### src/rtl/core/sdcsd_pkg.sv
`default_nettype none
// ----------------------------------------------------------------------------
// sdcsd_pkg
// Types, codes and lookup tables shared by the CSD register decoder.
// ----------------------------------------------------------------------------
package sdcsd_pkg;

    // structure version codes (bits 127:126)
    localparam logic [1:0] VER_STD = 2'd0;
    localparam logic [1:0] VER_HC  = 2'd1;

    // decode status codes
    localparam logic [1:0] STATUS_STD = 2'd0;
    localparam logic [1:0] STATUS_HC  = 2'd1;
    localparam logic [1:0] STATUS_BAD = 2'd2;

    // fixed high-capacity values
    localparam logic [3:0] HC_BLOCK_BITS = 4'd9;
    localparam logic [2:0] HC_WR_SPEED   = 3'd4;
    localparam logic [6:0] NSAC_SCALE    = 7'd100;

    typedef struct packed {
        logic [63:0] csd_high;
        logic [63:0] csd_low;
    } t_csd_in;

    typedef struct packed {
        logic [1:0]  decode_status;
        logic [26:0] access_time_ns;
        logic [14:0] access_time_clocks;
        logic [29:0] max_transfer_rate;
        logic [11:0] command_classes;
        logic [32:0] capacity_blocks;
        logic [3:0]  read_block_bits;
        logic [3:0]  write_block_bits;
        logic [2:0]  write_speed_factor;
        logic [3:0]  access_flags;
    } t_csd_out;

    // fields pulled out of the register, with table values already looked up
    typedef struct packed {
        logic [1:0]  ver;
        logic [23:0] rate_unit;
        logic [6:0]  rate_mant;
        logic [11:0] ccc;
        logic        time_unit_ns;
        logic [19:0] time_unit;
        logic [6:0]  time_mant;
        logic [3:0]  time_small;
        logic [7:0]  nsac;
        logic [11:0] csize_std;
        logic [2:0]  size_mult;
        logic [21:0] csize_hc;
        logic [3:0]  read_bl_len;
        logic [3:0]  write_bl_len;
        logic [2:0]  wr_speed_code;
        logic [3:0]  flags;
    } t_csd_fields;

    // mantissa times ten
    function automatic logic [6:0] mant_value(input logic [3:0] code);
        logic [6:0] v;
        case (code)
            4'd1:    v = 7'd10;
            4'd2:    v = 7'd12;
            4'd3:    v = 7'd13;
            4'd4:    v = 7'd15;
            4'd5:    v = 7'd20;
            4'd6:    v = 7'd25;
            4'd7:    v = 7'd30;
            4'd8:    v = 7'd35;
            4'd9:    v = 7'd40;
            4'd10:   v = 7'd45;
            4'd11:   v = 7'd50;
            4'd12:   v = 7'd55;
            4'd13:   v = 7'd60;
            4'd14:   v = 7'd70;
            4'd15:   v = 7'd80;
            default: v = 7'd0;
        endcase
        return v;
    endfunction

    // mantissa divided by ten, rounded up (1 ns exponent)
    function automatic logic [3:0] mant_ceil_tenth(input logic [3:0] code);
        logic [3:0] v;
        case (code)
            4'd1:    v = 4'd1;
            4'd2:    v = 4'd2;
            4'd3:    v = 4'd2;
            4'd4:    v = 4'd2;
            4'd5:    v = 4'd2;
            4'd6:    v = 4'd3;
            4'd7:    v = 4'd3;
            4'd8:    v = 4'd4;
            4'd9:    v = 4'd4;
            4'd10:   v = 4'd5;
            4'd11:   v = 4'd5;
            4'd12:   v = 4'd6;
            4'd13:   v = 4'd6;
            4'd14:   v = 4'd7;
            4'd15:   v = 4'd8;
            default: v = 4'd0;
        endcase
        return v;
    endfunction

    // access time unit divided by ten (exact for exponent codes 1 to 7)
    function automatic logic [19:0] time_unit_tenth(input logic [2:0] code);
        logic [19:0] v;
        case (code)
            3'd1:    v = 20'd1;
            3'd2:    v = 20'd10;
            3'd3:    v = 20'd100;
            3'd4:    v = 20'd1000;
            3'd5:    v = 20'd10000;
            3'd6:    v = 20'd100000;
            3'd7:    v = 20'd1000000;
            default: v = 20'd0;
        endcase
        return v;
    endfunction

    // transfer rate unit divided by ten; reserved codes give zero
    function automatic logic [23:0] rate_unit_tenth(input logic [2:0] code);
        logic [23:0] v;
        case (code)
            3'd0:    v = 24'd10000;
            3'd1:    v = 24'd100000;
            3'd2:    v = 24'd1000000;
            3'd3:    v = 24'd10000000;
            default: v = 24'd0;
        endcase
        return v;
    endfunction

endpackage
`default_nettype wire

### src/rtl/core/sdcsd_unpack.sv
`default_nettype none
// ----------------------------------------------------------------------------
// sdcsd_unpack
// Slices the 128-bit CSD register into its fields and looks up table values.
// ----------------------------------------------------------------------------
module sdcsd_unpack (
    input  wire  sdcsd_pkg::t_csd_in     i_csd,
    output sdcsd_pkg::t_csd_fields       o_fields
);

    logic [63:0] hi;
    logic [63:0] lo;

    assign hi = i_csd.csd_high;
    assign lo = i_csd.csd_low;

    always_comb begin
        o_fields.ver           = hi[63:62];
        o_fields.rate_unit     = sdcsd_pkg::rate_unit_tenth(hi[34:32]);
        o_fields.rate_mant     = sdcsd_pkg::mant_value(hi[38:35]);
        o_fields.ccc           = hi[31:20];
        o_fields.time_unit_ns  = (hi[50:48] == 3'd0);
        o_fields.time_unit     = sdcsd_pkg::time_unit_tenth(hi[50:48]);
        o_fields.time_mant     = sdcsd_pkg::mant_value(hi[54:51]);
        o_fields.time_small    = sdcsd_pkg::mant_ceil_tenth(hi[54:51]);
        o_fields.nsac          = hi[47:40];
        // c_size straddles the two halves
        o_fields.csize_std     = {hi[9:0], lo[63:62]};
        o_fields.size_mult     = lo[49:47];
        o_fields.csize_hc      = {hi[5:0], lo[63:48]};
        o_fields.read_bl_len   = hi[19:16];
        o_fields.write_bl_len  = lo[25:22];
        o_fields.wr_speed_code = lo[28:26];
        o_fields.flags         = {lo[21], hi[13], hi[14], hi[15]};
    end

endmodule
`default_nettype wire

### src/rtl/core/sd_csd_register_decoder.sv
`default_nettype none
// ----------------------------------------------------------------------------
// sd_csd_register_decoder
// Decodes an SD/MMC CSD register (structure versions 1.0 and 2.0).
// ----------------------------------------------------------------------------
// A register is taken whenever i_start is high; o_busy never rises, so a new
// transaction can be issued every cycle. Each result appears on o_result for
// exactly one cycle with o_done high, after the registered stages in turn:
// one slices fields and looks up tables, one does the multiplies and capacity
// shift, one selects by structure version. The receiver cannot stall.
// ----------------------------------------------------------------------------
module sd_csd_register_decoder (
    input  wire                       i_clk,
    input  wire                       i_rst_n,
    input  wire                       i_start,
    input  wire  sdcsd_pkg::t_csd_in  i_csd,
    output logic                      o_busy,
    output logic                      o_done,
    output sdcsd_pkg::t_csd_out       o_result
);

    sdcsd_pkg::t_csd_fields fields;

    // stage 1
    logic                   r_v1;
    sdcsd_pkg::t_csd_fields r_f1;

    // stage 2
    logic        r_v2;
    logic [1:0]  r_ver2;
    logic [26:0] r_time_ns2;
    logic [14:0] r_clocks2;
    logic [29:0] r_rate2;
    logic [11:0] r_ccc2;
    logic [32:0] r_cap_std2;
    logic [32:0] r_cap_hc2;
    logic [3:0]  r_rbl2;
    logic [3:0]  r_wbl2;
    logic [2:0]  r_r2w2;
    logic [3:0]  r_flags2;

    logic [26:0] n_time_ns2;
    logic [14:0] n_clocks2;
    logic [29:0] n_rate2;
    logic [32:0] n_cap_std2;
    logic [32:0] n_cap_hc2;
    logic [26:0] time_prod;
    logic [21:0] csize_std_p1;
    logic [3:0]  shift_amt;
    logic [22:0] csize_hc_p1;

    // stage 3
    logic                 r_v3;
    sdcsd_pkg::t_csd_out  r_out;
    sdcsd_pkg::t_csd_out  n_out;

    sdcsd_unpack u_unpack (
        .i_csd    (i_csd),
        .o_fields (fields)
    );

    assign o_busy = 1'b0;

    always_comb begin
        n_rate2      = 30'(r_f1.rate_unit * r_f1.rate_mant);
        time_prod    = 27'(r_f1.time_unit * r_f1.time_mant);
        // 1 ns unit needs rounding up; larger units divide evenly by ten
        n_time_ns2   = r_f1.time_unit_ns ? {23'd0, r_f1.time_small} : time_prod;
        n_clocks2    = 15'(r_f1.nsac * sdcsd_pkg::NSAC_SCALE);
        csize_std_p1 = {10'd0, r_f1.csize_std} + 22'd1;
        shift_amt    = {1'b0, r_f1.size_mult} + 4'd2;
        n_cap_std2   = {11'd0, csize_std_p1 << shift_amt};
        csize_hc_p1  = {1'b0, r_f1.csize_hc} + 23'd1;
        n_cap_hc2    = {csize_hc_p1, 10'd0};
    end

    always_comb begin
        n_out = '0;
        case (r_ver2)
            sdcsd_pkg::VER_STD: begin
                n_out.decode_status      = sdcsd_pkg::STATUS_STD;
                n_out.access_time_ns     = r_time_ns2;
                n_out.access_time_clocks = r_clocks2;
                n_out.max_transfer_rate  = r_rate2;
                n_out.command_classes    = r_ccc2;
                n_out.capacity_blocks    = r_cap_std2;
                n_out.read_block_bits    = r_rbl2;
                n_out.write_block_bits   = r_wbl2;
                n_out.write_speed_factor = r_r2w2;
                n_out.access_flags       = r_flags2;
            end
            sdcsd_pkg::VER_HC: begin
                n_out.decode_status      = sdcsd_pkg::STATUS_HC;
                n_out.max_transfer_rate  = r_rate2;
                n_out.command_classes    = r_ccc2;
                n_out.capacity_blocks    = r_cap_hc2;
                n_out.read_block_bits    = sdcsd_pkg::HC_BLOCK_BITS;
                n_out.write_block_bits   = sdcsd_pkg::HC_BLOCK_BITS;
                n_out.write_speed_factor = sdcsd_pkg::HC_WR_SPEED;
            end
            default: begin
                n_out.decode_status = sdcsd_pkg::STATUS_BAD;
            end
        endcase
    end

    always_ff @(posedge i_clk) begin
        if (!i_rst_n) begin
            r_v1 <= 1'b0;
            r_v2 <= 1'b0;
            r_v3 <= 1'b0;
        end else begin
            r_v1 <= i_start;
            r_v2 <= r_v1;
            r_v3 <= r_v2;
        end
    end

    always_ff @(posedge i_clk) begin
        r_f1       <= fields;
        r_ver2     <= r_f1.ver;
        r_time_ns2 <= n_time_ns2;
        r_clocks2  <= n_clocks2;
        r_rate2    <= n_rate2;
        r_ccc2     <= r_f1.ccc;
        r_cap_std2 <= n_cap_std2;
        r_cap_hc2  <= n_cap_hc2;
        r_rbl2     <= r_f1.read_bl_len;
        r_wbl2     <= r_f1.write_bl_len;
        r_r2w2     <= r_f1.wr_speed_code;
        r_flags2   <= r_f1.flags;
        r_out      <= n_out;
    end

    assign o_done   = r_v3;
    assign o_result = r_out;

endmodule
`default_nettype wire
### config.mk
export PLATFORM = sky130hd
export DESIGN_NAME = sd_csd_register_decoder
export DESIGN_NICKNAME = d
export VERILOG_FILES = /design/src/rtl/core/sdcsd_pkg.sv /design/src/rtl/core/sdcsd_unpack.sv /design/src/rtl/core/sd_csd_register_decoder.sv
export SDC_FILE = /design/constraint.sdc
export NUM_CORES = 1
export LEC_CHECK = 0
export BUFFER_PORTS_ARGS = -buffer_cell sky130_fd_sc_hd__buf_2
export CAP_MARGIN = 20
export CORE_MARGIN = 8
export CORE_UTILIZATION = 40
export DETAILED_ROUTE_END_ITERATION = 6
export PLACE_DENSITY = 0.68
export SLEW_MARGIN = 20
export SYNTH_ARGS = -nofsm -noshare
export SYNTH_HDL_FRONTEND = slang
export SYNTH_SLANG_ARGS = --single-unit
export TNS_END_PERCENT = 5
### constraint.sdc
create_clock -name i_clk -period 5 [get_ports i_clk]
set_clock_uncertainty 0.15 [all_clocks]
set_input_delay 0.5 -clock i_clk [delete_from_list [all_inputs] [get_ports i_clk]]
set_output_delay 0.5 -clock i_clk [all_outputs]
set_load 0.01 [all_outputs]
* Word-level counts from Yosys, hierarchy flattened
Memories as Yosys holds them, arrays and structs flattened. A register that Yosys moved wholly into a read port is not among the register bits.
Index checks and enable logic that the tools add are counted.
** Word-level totals
- Register bits after elaboration :: 398
- Latch bits :: 0
- Bits in writable memories :: 0
- Memory bits (read-only) :: 288
- Bits of input ports :: 131
- Output and inout port bits :: 136
- Word-level logic and storage cells :: 67
- Memories kept :: 3
** Cells by class
- $add $sub $neg :: 3
- Multipliers :: 3
- Divide/modulo/power cells :: 0
- $lt $le $gt $ge :: 0
- Equal/unequal tests :: 11
- Shift operators :: 1
- Multiplexer cells :: 5
- Bitwise gates (word level) :: 0
- Reduce and logical (&&, ||, !) cells :: 3
** Memory list
- (name not given) :: depth 16, width 7, read ports 1, clocked after Yosys merged registers in 1, write ports 0, line sdcsd_pkg.sv:63 : case (code)
- (name not given) :: depth 16, width 7, read ports 1, clocked after Yosys merged registers in 1, write ports 0, line sdcsd_pkg.sv:63
- (name not given) :: depth 16, width 4, read ports 1, clocked after Yosys merged registers in 1, write ports 0, line sdcsd_pkg.sv:87 : case (code)
** Operator list (count)
- $pmux W86 S2 :: 1
- $pmux W20 S7 :: 1
- $pmux W24 S4 :: 1
- $mul A24 B7 Y30 :: 1
- $mul A20 B7 Y27 :: 1
- $add A22 B1 Y23 const B :: 1
- $shl A13 B4 Y22 :: 1
- $add A12 B1 Y13 const B :: 1
- $mul A8 B5 Y13 const B :: 1
- $eq A3 B2 Y1 const B :: 4
- $eq A3 B3 Y1 const B :: 4
- $eq A3 B1 Y1 const B :: 2
- $logic_not A3 Y1 :: 2
- $add A3 B2 Y4 const B :: 1
- $mux W4 :: 1
- $pmux W2 S2 :: 1
- $eq A2 B1 Y1 const B :: 1
- $logic_not A2 Y1 :: 1

* Logic depth before layout (Yosys ltp)
- Depth in word-level cells :: 2
- Gate-level depth with buffers :: 19
- Mapped depth without buffers :: 18

* Hierarchy
A second synthesis with hierarchy kept.
** Unflattened totals
- Cells, all modules :: 2183
- Area, all modules :: 22152.5 sq um
** Modules (own cells, without submodules)
- sd_csd_register_decoder :: instances 1, cells an instance 1986, area an instance 20741.1 sq um, seq. area each 8328.0 sq um
- sdcsd_unpack :: instances 1, cells an instance 197, area an instance 1411.4 sq um, seq. area each 0.0 sq um

* Worst setup path before layout
OpenSTA, ideal clock, no wires.
- Path type :: register -> register
- From :: reg r_f1[70] (netlist name)
- To :: reg r_time_ns2[24]
- Library setup time :: 121 ps
- Arrival time :: 4603 ps
- Required time :: 4729 ps
- Setup slack :: 126 ps
- Cell stages (with the launch flop) :: 19
- Path buffers :: 1
- Clock period less this slack :: 4874 ps
- Cell sequence :: dfxtp_1 > clkbuf_1 > and2_1 > fa_1 > inv_1 > fa_1 > inv_1 > fa_1 > inv_1 > fa_1 > inv_1 > ha_1 > nand3_1 > nor2_1 > nor4_4 > a211oi_2 > nand2b_4 > a311oi_2 > mux2_2
** On the way
- Longest elaborated chain between the ends :: 1
** RTL lines
- $mul A20 B7 Y27 :: line sd_csd_register_decoder.sv:66 : time_prod = 27'(r_f1.time_unit * r_f1.time_mant);
- end signal: assignment :: line sd_csd_register_decoder.sv:122 : r_time_ns2 <= n_time_ns2;
- end: declaration :: line sd_csd_register_decoder.sv:31 : logic [26:0] r_time_ns2;
Every way passes these cells.
A chain may end at the register's enable or synchronous reset.

* Worst setup path after layout
- From :: reg r_f1[84] (netlist bit)
- To :: reg r_time_ns2[26]
** On the way
- Longest elaborated chain between the ends :: 1
** RTL lines
- start: declaration :: line sd_csd_register_decoder.sv:26 : sdcsd_pkg::t_csd_fields r_f1;
- start signal: assignment :: line sd_csd_register_decoder.sv:120 : r_f1 <= fields;
- $mul A20 B7 Y27 :: line sd_csd_register_decoder.sv:66
Every way passes these cells.

==> summary.md <==
| Metric | Value |
|---|---|
| Outcome | finished clean |
| Rows | 80 |
| Synth async-reset ratio | 0 |
| CTS tree | yes |
| TNS Setup | 0 ns |
| Synth unique cells | 83 |
| Fin. max-slew vios | 0 |
| Vias | 13307 |
| Power per cell area | 352 nW/um^2 |
| MaxCap Viol Count | 0 |
| Final period util | 0.978 |
| RSZ-0062 raised after global routing | yes |
| CP Launch Point | r_f1[84] |
| Clock sink count | 377 |
| Critical Path Fanout Max | 6 |
| Crit path capture | r_time_ns2[26] |
| DR pass1 iterations | 4 |
| IO buf count | 209 |
| Critical path type | reg -> reg |
| Post-DP HPWL | 33700 microns |
| Reg-to-reg setup timing slack | 0.11 ns |
| Largest net degree at the start of global routing | 61 |
| Register area | 7560 sq um |
| Die Height | 234 microns |
| Core Util, Final | 0.495 |
| Vias in the first global route | 13798 |
| Worst setup SP type | flop |
| Nets | 2614 |
| Die Wd | 234 microns |
| First-pass GRT wire length | 69600 microns |
| Worst EP arrival | 5.21 ns |
| Top cell type's share of synthesized area | 0.396 |
| Vias per cell | 4.71 |
| Starting DRT DRC Count | 447 |
| Top FF cell, synth | dfxtp_1 |
| Initial Util | 0.403 |
| Die ar. | 54900 sq um |
| Most frequent cells after synthesis | dfxtp_1, inv_1, and2_1 |
| Area growth from synthesis to layout | 22.9% |
| Post-Syn Instances | 1841 |
| # setup viols final | 0 |
| Placer Congestion | 0.912 |
| FF+latch count, synth | 377 |
| Worst vdd ir | 0.220 mV |
| DP Worst Slack | -0.100 ns |
| Most frequent cell after synthesis | dfxtp_1 |
| Placed Cells | 2684 |
| Dpl cell area | 21200 sq um |
| Clock-pin transition on the worst setup and hold timing paths | 0.06 ns |
| Root buf cell | clkbuf_16 |
| Area of the multi-input gates | 10600 sq um |
| Cell taking the most area after synthesis | dfxtp_1 |
| Total grt overflow | 0 |
| Total CTS buffers | 39 |
| DRC | 0 |
| Worst EP required | 5.32 ns |
| Number of H-tree levels | 2 |
| Minimum clock period | 4.89 ns |
| Crit Reg-Reg Endpoint | r_time_ns2[26] |
| Core area | 47300 sq um |
| Design Area, Final | 23400 sq um |
| Final Power | 8.24 mW |
| Clk_lat worst skew | 0.54 ns |
| Avg WL per Cell | 15.4 microns |
| Final non-filler cell total | 2827 |
| Final Hold Fails | 0 |
| I/O Pins | 267 |
| Slew @ Worst Pin | 0.959 ns |
| Avg Cell Area, Syn | 10.4 sq um |
| Hold Crit Class | in -> reg |
| Rel. slew slack | 0.361 |
| Synth warn | 0 |
| ANT cells | 0 |
| Register area share after synthesis | 0.396 |
| Post-synth EDFFs | 0 |
| CP endpoint kind | flop |
| Post-Route WL | 43600 microns |
| Cells on worst reg2reg path | 16 |
| R2R Path Start | r_f1[84] |
| Ratio of cells with drive above 1 in the final layout | 0.198 |
| Fillers | 4253 |
| Antenna viol nets, final | 0 |
| Synthesized cell area | 19100 sq um |
| WHS | 0.0283 ns |
| Area contributors post-synth | dfxtp_1, fa_1, ha_1, and2_1, inv_1 |
| Max Clk Rate | 0.204 GHz |
| Bufs on Longest Clock Path | 3 |
| Worst setup margin | 0.110 ns |
| Lkg Pwr | 11.6 nW |
| Initial antenna violation count | 1 |
| GRT Total Usage | 0.157 |
logic make-up after synthesis:
| family | count (synthesis) | share of synthesized area |
|---|---|---|
| multiplexers | 40 | 0.0231 |
| buffers and inverters | 278 | 0.0576 |
| other | 1 | 0.000197 |
| flip-flops | 377 | 0.396 |
| XOR/XNOR | 73 | 0.0335 |
| AND/OR/NAND/NOR | 557 | 0.158 |
| AO/OA/AOI/OAI | 217 | 0.0779 |
| adder cells (fa/ha/maj) | 298 | 0.254 |
worst min path at each step:
stage,startpoint,slack [ns],cells past startpoint,to
after global placement,r_f1[8],0.16,0,r_wbl2[1]
final,i_csd[96],0.03,2,r_f1[124]
after detailed placement,r_f1[98],0.16,0,r_ccc2[6]
after floorplan,r_f1[92],0.16,0,r_ccc2[0]
after global routing,i_csd[96],0.03,2,r_f1[124]
after CTS,i_csd[96],0.003,2,r_f1[124]
repair_timing:
| item | in CTS | in global routing |
|---|---|---|
| endpoints found under the setup margin | 2 | 18 |
| hold buffers | 67 | 0 |
| pin swaps | 0 | 19 |
| endpoints found under the hold margin | 67 | 0 |
| gates resized for setup | 6 | 39 |
| buffers inserted | 0 | 7 |
cell type report:
cell class / instances / area share
Inverter: 217 / 0.0348
Clock buffer: 52 / 0.0477
Tap cell: 615 / 0.0328
Timing Repair Buffer: 358 / 0.100
Clock inverter: 16 / 0.00828
Sequential cell: 377 / 0.323
Multi-Input combinational cell: 1192 / 0.454
cells in the final DEF (no fill, tap or decap), types with 31 or more instances in the layout:
| cell type | n |
|---|---|
| clkbuf_16 | 41 |
| and2_1 | 192 |
| fa_1 | 148 |
| ha_1 | 141 |
| dlygate4sd3_1 | 67 |
| xnor2_1 | 47 |
| nor2_1 | 94 |
| nand2_1 | 108 |
| inv_1 | 212 |
| a21oi_1 | 60 |
| a21o_1 | 31 |
| buf_2 | 209 |
| nor2b_1 | 54 |
| dfxtp_1 | 366 |
| buf_4 | 81 |
worst max-delay path, stage by stage, from the launching register on:
cell,delay [ns]
dfxtp_1,0.30
buf_4,0.14
and2_1,0.18
fa_1,0.52
fa_1,0.52
fa_1,0.55
inv_1,0.05
fa_1,0.53
inv_1,0.06
ha_4,0.28
nand4_1,0.18
nor2_2,0.19
a21oi_2,0.10
a211oi_2,0.38
a31oi_1,0.16
or3_1,0.38
a21oi_2,0.13
report_power, final:
group | leakage (nW) | internal [mW] | switching [mW] | total, mW
logic | 7.86 | 0.857 | 0.984 | 1.84
registers | 3.14 | 3.36 | 0.128 | 3.48
clock network | 0.639 | 1.74 | 1.18 | 2.92
total | 11.6 | 5.95 | 2.29 | 8.24
state kept, by name (all words and copies together), names as in the netlist:
| name | count |
|---|---|
| r_time_ns2 | 27 |
| r_clocks2 | 13 |
| r_v2 | 1 |
| r_r2w2 | 3 |
| r_cap_std2 | 22 |
| r_ver2 | 2 |
| r_rate2 | 26 |
| o_result | 128 |
| r_cap_hc2 | 23 |
| r_flags2 | 4 |
| o_done | 1 |
| r_ccc2 | 12 |
| r_rbl2 | 4 |
| r_f1 | 106 |
| r_wbl2 | 4 |
| r_v1 | 1 |
metal layers:
layer,vias to the layer above,track usage,wire [microns]
li1,6582,-,-
met1,6333,0.187,18300
met3,87,0.0295,2210
met2,303,0.276,21600
met4,2,0.0616,1490
met5,-,0,13
(Power assumes the default switching activity.)
